**src/hdl/lls_pkg.sv**
```systemverilog
`timescale 1ns / 1ps

package lls_pkg;

   localparam int CHAR_W        = 8;
   localparam int TAG_LIMIT_W   = 8;
   localparam int MSG_LIMIT_W   = 10;
   localparam int CSR_DATA_W    = 10;
   localparam int OFFSET_W      = 10;
   localparam int STAMP_W       = 32;
   localparam int RSP_DATA_W    = 80;

   localparam logic [CHAR_W-1:0] CHAR_INFO    = 8'h49;  // I
   localparam logic [CHAR_W-1:0] CHAR_WARN    = 8'h57;  // W
   localparam logic [CHAR_W-1:0] CHAR_ERROR   = 8'h45;  // E
   localparam logic [CHAR_W-1:0] CHAR_DEBUG   = 8'h44;  // D
   localparam logic [CHAR_W-1:0] CHAR_VERBOSE = 8'h56;  // V
   localparam logic [CHAR_W-1:0] CHAR_SPACE   = 8'h20;
   localparam logic [CHAR_W-1:0] CHAR_OPEN    = 8'h28;
   localparam logic [CHAR_W-1:0] CHAR_CLOSE   = 8'h29;
   localparam logic [CHAR_W-1:0] CHAR_COLON   = 8'h3A;
   localparam logic [CHAR_W-1:0] CHAR_ZERO    = 8'h30;
   localparam logic [CHAR_W-1:0] CHAR_NINE    = 8'h39;
   localparam logic [CHAR_W-1:0] LEVEL_NONE   = 8'h20;

   localparam logic [STAMP_W-1:0] STAMP_MAX   = 32'hFFFF_FFFF;

   localparam logic [TAG_LIMIT_W-1:0] TAG_LIMIT_RESET = 8'd31;
   localparam logic [MSG_LIMIT_W-1:0] MSG_LIMIT_RESET = 10'd255;

   typedef enum logic {
      CSR_TAG_LIMIT     = 1'b0,
      CSR_MESSAGE_LIMIT = 1'b1
   } csr_index_type;

   typedef struct packed {
      logic header_bad;
      logic close_found;
      logic separator_found;
      logic length_overflow;
   } line_flags_type;

endpackage

```
**src/hdl/lls_line_parser.sv**
```systemverilog
`timescale 1ns / 1ps

module lls_line_parser #(
   parameter int LINE_MAX = 1024
) (
   input  logic                       clock,
   input  logic                       reset,
   input  logic                       step,
   input  logic [lls_pkg::CHAR_W-1:0] char_in,
   input  logic                       final_char,
   output lls_pkg::line_flags_type    flags,
   output logic [lls_pkg::CHAR_W-1:0] level,
   output logic [lls_pkg::STAMP_W-1:0] stamp,
   output logic [$clog2(LINE_MAX)-1:0] close_pos,
   output logic [$clog2(LINE_MAX)-1:0] sep_pos,
   output logic [$clog2(LINE_MAX)-1:0] line_len
);
   import lls_pkg::*;

   localparam int PW = $clog2(LINE_MAX);
   localparam logic [PW-1:0] LINE_CAP = PW'(LINE_MAX - 1);

   logic [PW-1:0]      pos_ff, pos_in;
   logic               header_bad_ff, header_bad_in;
   logic [CHAR_W-1:0]  level_ff, level_in;
   logic [STAMP_W-1:0] stamp_ff, stamp_in;
   logic               digits_done_ff, digits_done_in;
   logic               close_found_ff, close_found_in;
   logic [PW-1:0]      close_pos_ff, close_pos_in;
   logic               prev_colon_ff, prev_colon_in;
   logic               sep_found_ff, sep_found_in;
   logic [PW-1:0]      sep_pos_ff, sep_pos_in;
   logic               overflow_ff, overflow_in;

   logic [PW:0]        pos_ext;
   logic [PW:0]        tag_base;
   logic [STAMP_W+3:0] stamp_prod;

   assign pos_ext    = {1'b0, pos_ff};
   assign tag_base   = {1'b0, close_pos_ff} + (PW+1)'(2);
   // stamp * 10 + digit, as (s << 3) + (s << 1)
   assign stamp_prod = ({4'd0, stamp_ff} << 3) + ({4'd0, stamp_ff} << 1)
                     + (STAMP_W+4)'(char_in[3:0]);

   always_comb begin
      pos_in         = pos_ff;
      header_bad_in  = header_bad_ff;
      level_in       = level_ff;
      stamp_in       = stamp_ff;
      digits_done_in = digits_done_ff;
      close_found_in = close_found_ff;
      close_pos_in   = close_pos_ff;
      prev_colon_in  = prev_colon_ff;
      sep_found_in   = sep_found_ff;
      sep_pos_in     = sep_pos_ff;
      overflow_in    = overflow_ff;
      if (step) begin
         if (pos_ff < LINE_CAP) begin
            pos_in = pos_ff + PW'(1);
            if (pos_ff == PW'(0)) begin
               if (char_in inside {CHAR_INFO, CHAR_WARN, CHAR_ERROR, CHAR_DEBUG,
                                   CHAR_VERBOSE}) begin
                  level_in = char_in;
               end else begin
                  header_bad_in = 1'b1;
               end
            end else if (pos_ff == PW'(1)) begin
               if (char_in != CHAR_SPACE) header_bad_in = 1'b1;
            end else if (pos_ff == PW'(2)) begin
               if (char_in != CHAR_OPEN) header_bad_in = 1'b1;
            end else if (!header_bad_ff) begin
               if (!close_found_ff) begin
                  if (char_in == CHAR_CLOSE) begin
                     close_found_in = 1'b1;
                     close_pos_in   = pos_ff;
                  end else if (!digits_done_ff) begin
                     if (char_in >= CHAR_ZERO && char_in <= CHAR_NINE) begin
                        stamp_in = (stamp_prod[STAMP_W+3:STAMP_W] != 4'd0) ?
                                   STAMP_MAX : stamp_prod[STAMP_W-1:0];
                     end else begin
                        digits_done_in = 1'b1;
                     end
                  end
               end else if (pos_ext >= tag_base && !sep_found_ff) begin
                  // colon must itself sit at or after the tag start
                  if (char_in == CHAR_SPACE && prev_colon_ff &&
                      pos_ext >= tag_base + (PW+1)'(1)) begin
                     sep_found_in = 1'b1;
                     sep_pos_in   = pos_ff - PW'(1);
                  end
                  prev_colon_in = (char_in == CHAR_COLON);
               end
            end
         end else begin
            overflow_in = 1'b1;
         end
      end
   end

   assign flags.header_bad      = header_bad_in;
   assign flags.close_found     = close_found_in;
   assign flags.separator_found = sep_found_in;
   assign flags.length_overflow = overflow_in;
   assign level     = level_in;
   assign stamp     = stamp_in;
   assign close_pos = close_pos_in;
   assign sep_pos   = sep_pos_in;
   assign line_len  = pos_in;

   always_ff @(posedge clock) begin
      if (reset || (step && final_char)) begin
         pos_ff         <= '0;
         header_bad_ff  <= 1'b0;
         level_ff       <= '0;
         stamp_ff       <= '0;
         digits_done_ff <= 1'b0;
         close_found_ff <= 1'b0;
         close_pos_ff   <= '0;
         prev_colon_ff  <= 1'b0;
         sep_found_ff   <= 1'b0;
         sep_pos_ff     <= '0;
         overflow_ff    <= 1'b0;
      end else begin
         pos_ff         <= pos_in;
         header_bad_ff  <= header_bad_in;
         level_ff       <= level_in;
         stamp_ff       <= stamp_in;
         digits_done_ff <= digits_done_in;
         close_found_ff <= close_found_in;
         close_pos_ff   <= close_pos_in;
         prev_colon_ff  <= prev_colon_in;
         sep_found_ff   <= sep_found_in;
         sep_pos_ff     <= sep_pos_in;
         overflow_ff    <= overflow_in;
      end
   end

endmodule

```
**src/hdl/lls_result.sv**
```systemverilog
`timescale 1ns / 1ps

module lls_result #(
   parameter int LINE_MAX = 1024
) (
   input  logic                            clock,
   input  logic                            reset,
   input  logic                            load,
   input  lls_pkg::line_flags_type         flags,
   input  logic [lls_pkg::CHAR_W-1:0]      level,
   input  logic [lls_pkg::STAMP_W-1:0]     stamp,
   input  logic [$clog2(LINE_MAX)-1:0]     close_pos,
   input  logic [$clog2(LINE_MAX)-1:0]     sep_pos,
   input  logic [$clog2(LINE_MAX)-1:0]     line_len,
   input  logic [lls_pkg::TAG_LIMIT_W-1:0] tag_limit,
   input  logic [lls_pkg::MSG_LIMIT_W-1:0] message_limit,
   input  logic                            rsp_tready,
   output logic                            rsp_tvalid,
   output logic [lls_pkg::RSP_DATA_W-1:0]  rsp_tdata
);
   import lls_pkg::*;

   localparam int PW = $clog2(LINE_MAX);
   localparam int CW = (PW + 1 > OFFSET_W) ? PW + 1 : OFFSET_W;

   logic          ok;
   logic [CW-1:0] len_w, tag_base, sep_w, t_off, t_len_raw, m_off, m_len_raw;
   logic [CW-1:0] tag_lim_w, msg_lim_w, t_len, m_len;

   logic                   valid_ff, valid_in;
   logic                   well_formed_ff;
   logic [CHAR_W-1:0]      level_ff;
   logic [STAMP_W-1:0]     stamp_ff;
   logic [OFFSET_W-1:0]    tag_offset_ff;
   logic [TAG_LIMIT_W-1:0] tag_length_ff;
   logic [OFFSET_W-1:0]    msg_offset_ff;
   logic [MSG_LIMIT_W-1:0] msg_length_ff;
   logic                   overlong_ff;

   assign ok        = !flags.header_bad && flags.close_found;
   assign len_w     = CW'(line_len);
   assign sep_w     = CW'(sep_pos);
   assign tag_base  = CW'(close_pos) + CW'(2);
   assign tag_lim_w = CW'(tag_limit);
   assign msg_lim_w = CW'(message_limit);

   always_comb begin
      t_off     = '0;
      t_len_raw = '0;
      if (!ok) begin
         m_off = '0;
      end else if (flags.separator_found) begin
         t_off     = tag_base;
         t_len_raw = sep_w - tag_base;
         m_off     = sep_w + CW'(2);
      end else begin
         // line may end at or just after the close paren
         m_off = (tag_base < len_w) ? tag_base : len_w;
      end
      m_len_raw = len_w - m_off;
      t_len     = (t_len_raw < tag_lim_w) ? t_len_raw : tag_lim_w;
      m_len     = (m_len_raw < msg_lim_w) ? m_len_raw : msg_lim_w;
   end

   assign valid_in = load ? 1'b1 : (rsp_tready ? 1'b0 : valid_ff);

   always_ff @(posedge clock) begin
      if (reset) begin
         valid_ff <= 1'b0;
      end else begin
         valid_ff <= valid_in;
      end
   end

   always_ff @(posedge clock) begin
      if (load) begin
         well_formed_ff <= ok;
         level_ff       <= ok ? level : LEVEL_NONE;
         stamp_ff       <= ok ? stamp : '0;
         tag_offset_ff  <= OFFSET_W'(t_off);
         tag_length_ff  <= TAG_LIMIT_W'(t_len);
         msg_offset_ff  <= OFFSET_W'(m_off);
         msg_length_ff  <= MSG_LIMIT_W'(m_len);
         overlong_ff    <= flags.length_overflow;
      end
   end

   assign rsp_tvalid = valid_ff;
   assign rsp_tdata  = {overlong_ff, msg_length_ff, msg_offset_ff, tag_length_ff,
                        tag_offset_ff, stamp_ff, level_ff, well_formed_ff};

endmodule

```
**src/hdl/log_line_field_splitter.sv**
```systemverilog
`timescale 1ns / 1ps
// Path: an accepted byte is held in the input register and is parsed when it
// advances; a final byte then loads the result register, which raises rsp_tvalid.
// Throughput: one byte per cycle, set by the single input register feeding the
// parser; a final byte waits only while the result register is still held.
// Reset: synchronous, clears the line state and both handshakes, and sets the
// limit registers to their defaults.

module log_line_field_splitter #(
   parameter int LINE_MAX = 1024
) (
   input  logic                           clock,
   input  logic                           reset,
   input  logic                           req_tvalid,
   output logic                           req_tready,
   input  logic [7:0]                     req_tdata,   // [7:0] char_in
   input  logic                           req_tlast,   // final_char
   output logic                           rsp_tvalid,
   input  logic                           rsp_tready,
   // [0] well_formed, [8:1] level, [40:9] timestamp, [50:41] tag_offset,
   // [58:51] tag_length, [68:59] message_offset, [78:69] message_length,
   // [79] overlong
   output logic [lls_pkg::RSP_DATA_W-1:0] rsp_tdata,
   input  logic                           csr_we,
   input  lls_pkg::csr_index_type         csr_index,
   input  logic [lls_pkg::CSR_DATA_W-1:0] csr_wdata
);
   import lls_pkg::*;

   localparam int PW = $clog2(LINE_MAX);

   logic                   in_valid_ff, in_valid_in;
   logic [CHAR_W-1:0]      in_char_ff;
   logic                   in_last_ff;
   logic                   req_accept, advance, load;
   logic [TAG_LIMIT_W-1:0] tag_limit_ff;
   logic [MSG_LIMIT_W-1:0] msg_limit_ff;

   line_flags_type         flags;
   logic [CHAR_W-1:0]      level;
   logic [STAMP_W-1:0]     stamp;
   logic [PW-1:0]          close_pos, sep_pos, line_len;

   // only a final byte needs room in the result register
   assign advance     = in_valid_ff && (!in_last_ff || !rsp_tvalid || rsp_tready);
   assign load        = advance && in_last_ff;
   assign req_tready  = !in_valid_ff || advance;
   assign req_accept  = req_tvalid && req_tready;
   assign in_valid_in = req_accept ? 1'b1 : (advance ? 1'b0 : in_valid_ff);

   always_ff @(posedge clock) begin
      if (reset) begin
         in_valid_ff <= 1'b0;
      end else begin
         in_valid_ff <= in_valid_in;
      end
   end

   always_ff @(posedge clock) begin
      if (req_accept) begin
         in_char_ff <= req_tdata[CHAR_W-1:0];
         in_last_ff <= req_tlast;
      end
   end

   always_ff @(posedge clock) begin
      if (reset) begin
         tag_limit_ff <= TAG_LIMIT_RESET;
         msg_limit_ff <= MSG_LIMIT_RESET;
      end else if (csr_we) begin
         unique case (csr_index)
            CSR_TAG_LIMIT:     tag_limit_ff <= csr_wdata[TAG_LIMIT_W-1:0];
            CSR_MESSAGE_LIMIT: msg_limit_ff <= csr_wdata[MSG_LIMIT_W-1:0];
            default: ;
         endcase
      end
   end

   lls_line_parser #(.LINE_MAX(LINE_MAX)) u_parser (
      .clock      (clock),
      .reset      (reset),
      .step       (advance),
      .char_in    (in_char_ff),
      .final_char (in_last_ff),
      .flags      (flags),
      .level      (level),
      .stamp      (stamp),
      .close_pos  (close_pos),
      .sep_pos    (sep_pos),
      .line_len   (line_len)
   );

   lls_result #(.LINE_MAX(LINE_MAX)) u_result (
      .clock         (clock),
      .reset         (reset),
      .load          (load),
      .flags         (flags),
      .level         (level),
      .stamp         (stamp),
      .close_pos     (close_pos),
      .sep_pos       (sep_pos),
      .line_len      (line_len),
      .tag_limit     (tag_limit_ff),
      .message_limit (msg_limit_ff),
      .rsp_tready    (rsp_tready),
      .rsp_tvalid    (rsp_tvalid),
      .rsp_tdata     (rsp_tdata)
   );

   a_load_has_room: assert property (@(posedge clock) disable iff (reset)
      load |-> (!rsp_tvalid || rsp_tready))
      else $error("result loaded over a pending transaction");

   a_stalled_byte_kept: assert property (@(posedge clock) disable iff (reset)
      (in_valid_ff && !advance) |=> (in_valid_ff && $stable(in_char_ff)
                                     && $stable(in_last_ff)))
      else $error("stalled input byte lost");

   a_stall_cause: assert property (@(posedge clock) disable iff (reset)
      !req_tready |-> (in_valid_ff && in_last_ff && rsp_tvalid && !rsp_tready))
      else $error("input stalled without a held result");

   a_load_shows_result: assert property (@(posedge clock) disable iff (reset)
      load |=> rsp_tvalid)
      else $error("final byte gave no result");

   a_malformed_fields: assert property (@(posedge clock) disable iff (reset)
      (rsp_tvalid && !rsp_tdata[0]) |->
         (rsp_tdata[8:1] == LEVEL_NONE && rsp_tdata[40:9] == '0
          && rsp_tdata[58:51] == '0 && rsp_tdata[68:59] == '0))
      else $error("malformed line with header fields set");

endmodule
```
**config.mk**
```make
export PLATFORM = sky130hd
export DESIGN_NAME = log_line_field_splitter
export DESIGN_NICKNAME = d
export VERILOG_FILES = /design/src/hdl/lls_pkg.sv /design/src/hdl/lls_line_parser.sv /design/src/hdl/lls_result.sv /design/src/hdl/log_line_field_splitter.sv
export SDC_FILE = /design/constraint.sdc
export NUM_CORES = 1
export LEC_CHECK = 0
export CORE_ASPECT_RATIO = 1.2
export CORE_MARGIN = 4
export CORE_UTILIZATION = 40
export CTS_CLUSTER_DIAMETER = 100
export DETAILED_ROUTE_END_ITERATION = 10
export DONT_BUFFER_PORTS = 1
export GPL_TIMING_DRIVEN = 1
export PLACE_DENSITY = 0.59
export SETUP_SLACK_MARGIN = 0.4
export SLEW_MARGIN = 20
export SYNTH_ARGS = -nofsm -noshare
export SYNTH_HDL_FRONTEND = slang
export SYNTH_HIERARCHICAL = 1
export SYNTH_SLANG_ARGS = --single-unit
```
**constraint.sdc**
```tcl
create_clock -name clock -period 10 [get_ports clock]
set_clock_uncertainty 0.15 [all_clocks]
set_input_delay 2 -clock clock [delete_from_list [all_inputs] [get_ports clock]]
set_output_delay 2 -clock clock [all_outputs]
set_load 0.01 [all_outputs]
```
==> reports/metrics.cfg <==
[worst_setup_path]
crit_path_frequent_cell=ha_1
ff2ff_path_depth=35
cp_slowest_cell=or4_4
criticalPathCategory=input port to flop
cp-start-kind=input port
endpoint_kind=flop
crit_path_max_incr_delay_ns=0.46
cp.arrival_ns=9.04
rrSetupSlack_ns=1.50
r2r-start=u_parser/pos_ff[0]$_SDFF_PP0_
rr_endpoint=u_result/msg_length_ff[4]$_DFFE_PP_
cp_data_required_time_ns=10.04
startpoint=rsp_tready
worstPathMaxFanout=13

[clocking]
cts_tree=done
cts_root_buffer=clkbuf_16
hold_buffers=0
cts_buffers=17
cts_sinks=185
clkLatencyLatePin_ns=0.44
clkSlewWorstSetupHoldPaths_ns=0.07
htreeDepth=4
cts.path.max_buffers=2

[place]
pre_cts_ws_ns=0.3060
hpwlAfterDp_um=22870
placed_area_um2=12740
gp_congestion=0.8973
io_buffers=0

[power]
vdd_drop_max_uv=100.3
power.density_nw_per_um2=120.5
power.total_mw=1.615
leakage_nw=5.600

[floorplanning]
dieHeight_um=200.7
dieArea_um2=33820
coreArea_um2=30480
start_util_pct=40.60
fp.dieW_um=168.6
io_pins=107
fp-row-count=70

[timing]
post-route-period-util_pct=90.06
setup-violations-final=0
max_slew_margin_pct=31.06
fin_ws_ns=0.9937
max_freq_ghz=0.1110
fin_setup_tns_ns=0
hold_viol_final=0
worst_slew_pin_slew_ns=1.034
drv_slew=0
period_needed_ns=9.006
holdWs_ns=0.3071
rsz0062_at_grt=false

[worst_hold_path]
hold_depth=2
hold_end=u_parser/prev_colon_ff$_SDFFE_PP0P_
min_path_type=flop to flop
hold_start=u_parser/prev_colon_ff$_SDFFE_PP0P_

[cells_and_area]
layout-drive-gt1-share_pct=10.46
fillCellCount=2950
largest_registers=u_parser/stamp_ff (32), u_result/stamp_ff (32)
area_growth_pct=8.332
finalInstanceArea_um2=13400
nNetsFinal=1415
n_antenna_cell=0

[logic_synthesis]
synthFlopType=dfxtp_1
synthCells=1264
syn-cell-area_um2=12370
ys_async_sr_fraction_pct=0
synthesis.nets=1430
synth_top_area_share_pct=21.60
ys_ff_latch=185
avgSynthCellArea_um2=9.789
synth_top_area_cell=edfxtp_1
synth_cell_types=75
synth-edff-count=89
yosysWarnings=6
yosys-top-cells-area=edfxtp_1 22%, dfxtp_1 16%, ha_1 14%, and2_1 6.2%, mux2_2 3.5%
yosysSeqAreaShare_pct=37.13

[global_routing]
grt_pass1_vias=9257
antenna_found_initial=0
gr-total-overflow=0
grt_pass1_wl_um=49220
grt_max_degree=43
grt_use_total_pct=17.94

[routing]
ant_nets=0
viasPerCell=5.422
vias=8990
drt_iter0_markers=460
routed_wl_um=30090
drtPass1Iterations=5
wl_per_cell_um=18.15
drc_errors=0

[status]
status=complete, no violations

[flow_run]
cap_violations=0

-- worst max-delay path: cells and delay by family --
kind            cells  cell delay (ns)
compound gates     12             2.65
xor+xnor            2             0.34
fa+ha+maj           4             1.03
buf+inv             3             0.63
mux                 2             0.58
simple gates       11             1.82
-- cell families after synthesis --
group	count (synthesis)	share of synthesized area, %
AOI/OAI and AO/OA	263	15.17
xor gates and xnor gates	79	5.592
adders and majority gates	141	14.50
buffers and inverters	118	4.207
DFF	185	37.13
muxes	51	4.520
and+or+nand+nor	427	18.88
-- synth_stat cells, types with 6 or more instances --
| master | n |
|---|---|
| a21oi_1 | 55 |
| o22a_1 | 32 |
| o211ai_1 | 7 |
| nand4_1 | 10 |
| inv_1 | 68 |
| dfxtp_1 | 96 |
| nand2_1 | 76 |
| buf_4 | 7 |
| mux2i_1 | 12 |
| nor3_1 | 18 |
| xnor2_1 | 47 |
| nand3_1 | 30 |
| a211o_2 | 10 |
| ha_1 | 137 |
| and3_1 | 24 |
| a31oi_1 | 10 |
| or2_2 | 6 |
| nor2b_1 | 16 |
| nand2b_1 | 18 |
| mux2_2 | 39 |
| nor4_1 | 6 |
| o21ai_0 | 53 |
| and2_1 | 122 |
| edfxtp_1 | 89 |
| o21a_1 | 20 |
| clkbuf_1 | 29 |
| a211oi_1 | 8 |
| a21o_1 | 19 |
| xor2_1 | 32 |
| buf_2 | 8 |
| nor2_1 | 72 |
-- final cells by class --
cell class / instances / area, um^2 / area share [%]
clock buffer: 18 / 429.2 / 3.202
sequential: 185 / 4594 / 34.28
tap: 396 / 495.5 / 3.696
timing repair buffer: 16 / 145.1 / 1.083
multi-input combinational: 961 / 7302 / 54.48
inverter: 68 / 255.2 / 1.904
clock inverter: 14 / 182.7 / 1.363
-- routing by layer --
metal  GRT usage, %  wire [um]  share of wire [%]
met5              0          0                  0
met2          32.51      15450                 51
met1          21.13      12680                 42
met3          4.077       1316                4.4
met4          5.016        644                2.1
-- timing repair --
action                                  4_1_cts  5_1_grt
resized for setup                             0        7
endpoints found under the setup margin        0       10
setup buffers                                 0        1
-- how the worst max path moves through the flow --
stage / endpoint / slack, ns / cells after the start
finish: u_result/msg_length_ff[4]$_DFFE_PP_ / 0.99 / 34
global route: u_result/msg_length_ff[4]$_DFFE_PP_ / 0.44 / 34
CTS: u_result/msg_length_ff[4]$_DFFE_PP_ / 0.73 / 33
detailed placement: u_result/msg_length_ff[4]$_DFFE_PP_ / 0.31 / 33
global placement: u_result/msg_length_ff[8]$_DFFE_PP_ / 0.46 / 32
floorplan: u_result/msg_length_ff[1]$_DFFE_PP_ / 0.47 / 32
-- cells in the final DEF, fill, tap and decap left out, types with 24 or more instances in the layout --
cell      instances
and3_1           24
xnor2_1          47
nor2_1           70
nand2_1          76
o21ai_0          50
nand3_1          30
edfxtp_1         89
and2_1          122
a21oi_1          54
mux2_2           39
dfxtp_1          96
o22a_1           32
inv_1            68
ha_1            136
xor2_1           32
-- where the power goes --
part | switching (mW) | internal [mW]
clock network | 0.329 | 0.380
registers | 0.0202 | 0.811
logic | 0.0434 | 0.0316
-- metrics by stage --
| stage | instances | utilization [%] |
|---|---|---|
| 2_1_floorplan | 1264 | - |
| 3_3_place_gp | 1624 | 41.79 |
| 3_5_place_dp | 1624 | 41.79 |
| 4_1_cts | 1656 | 43.80 |
| 5_1_grt | 1658 | 43.98 |
| 6_report | 1658 | 43.98 |
Note: power is estimated with default switching activity, not from simulation.
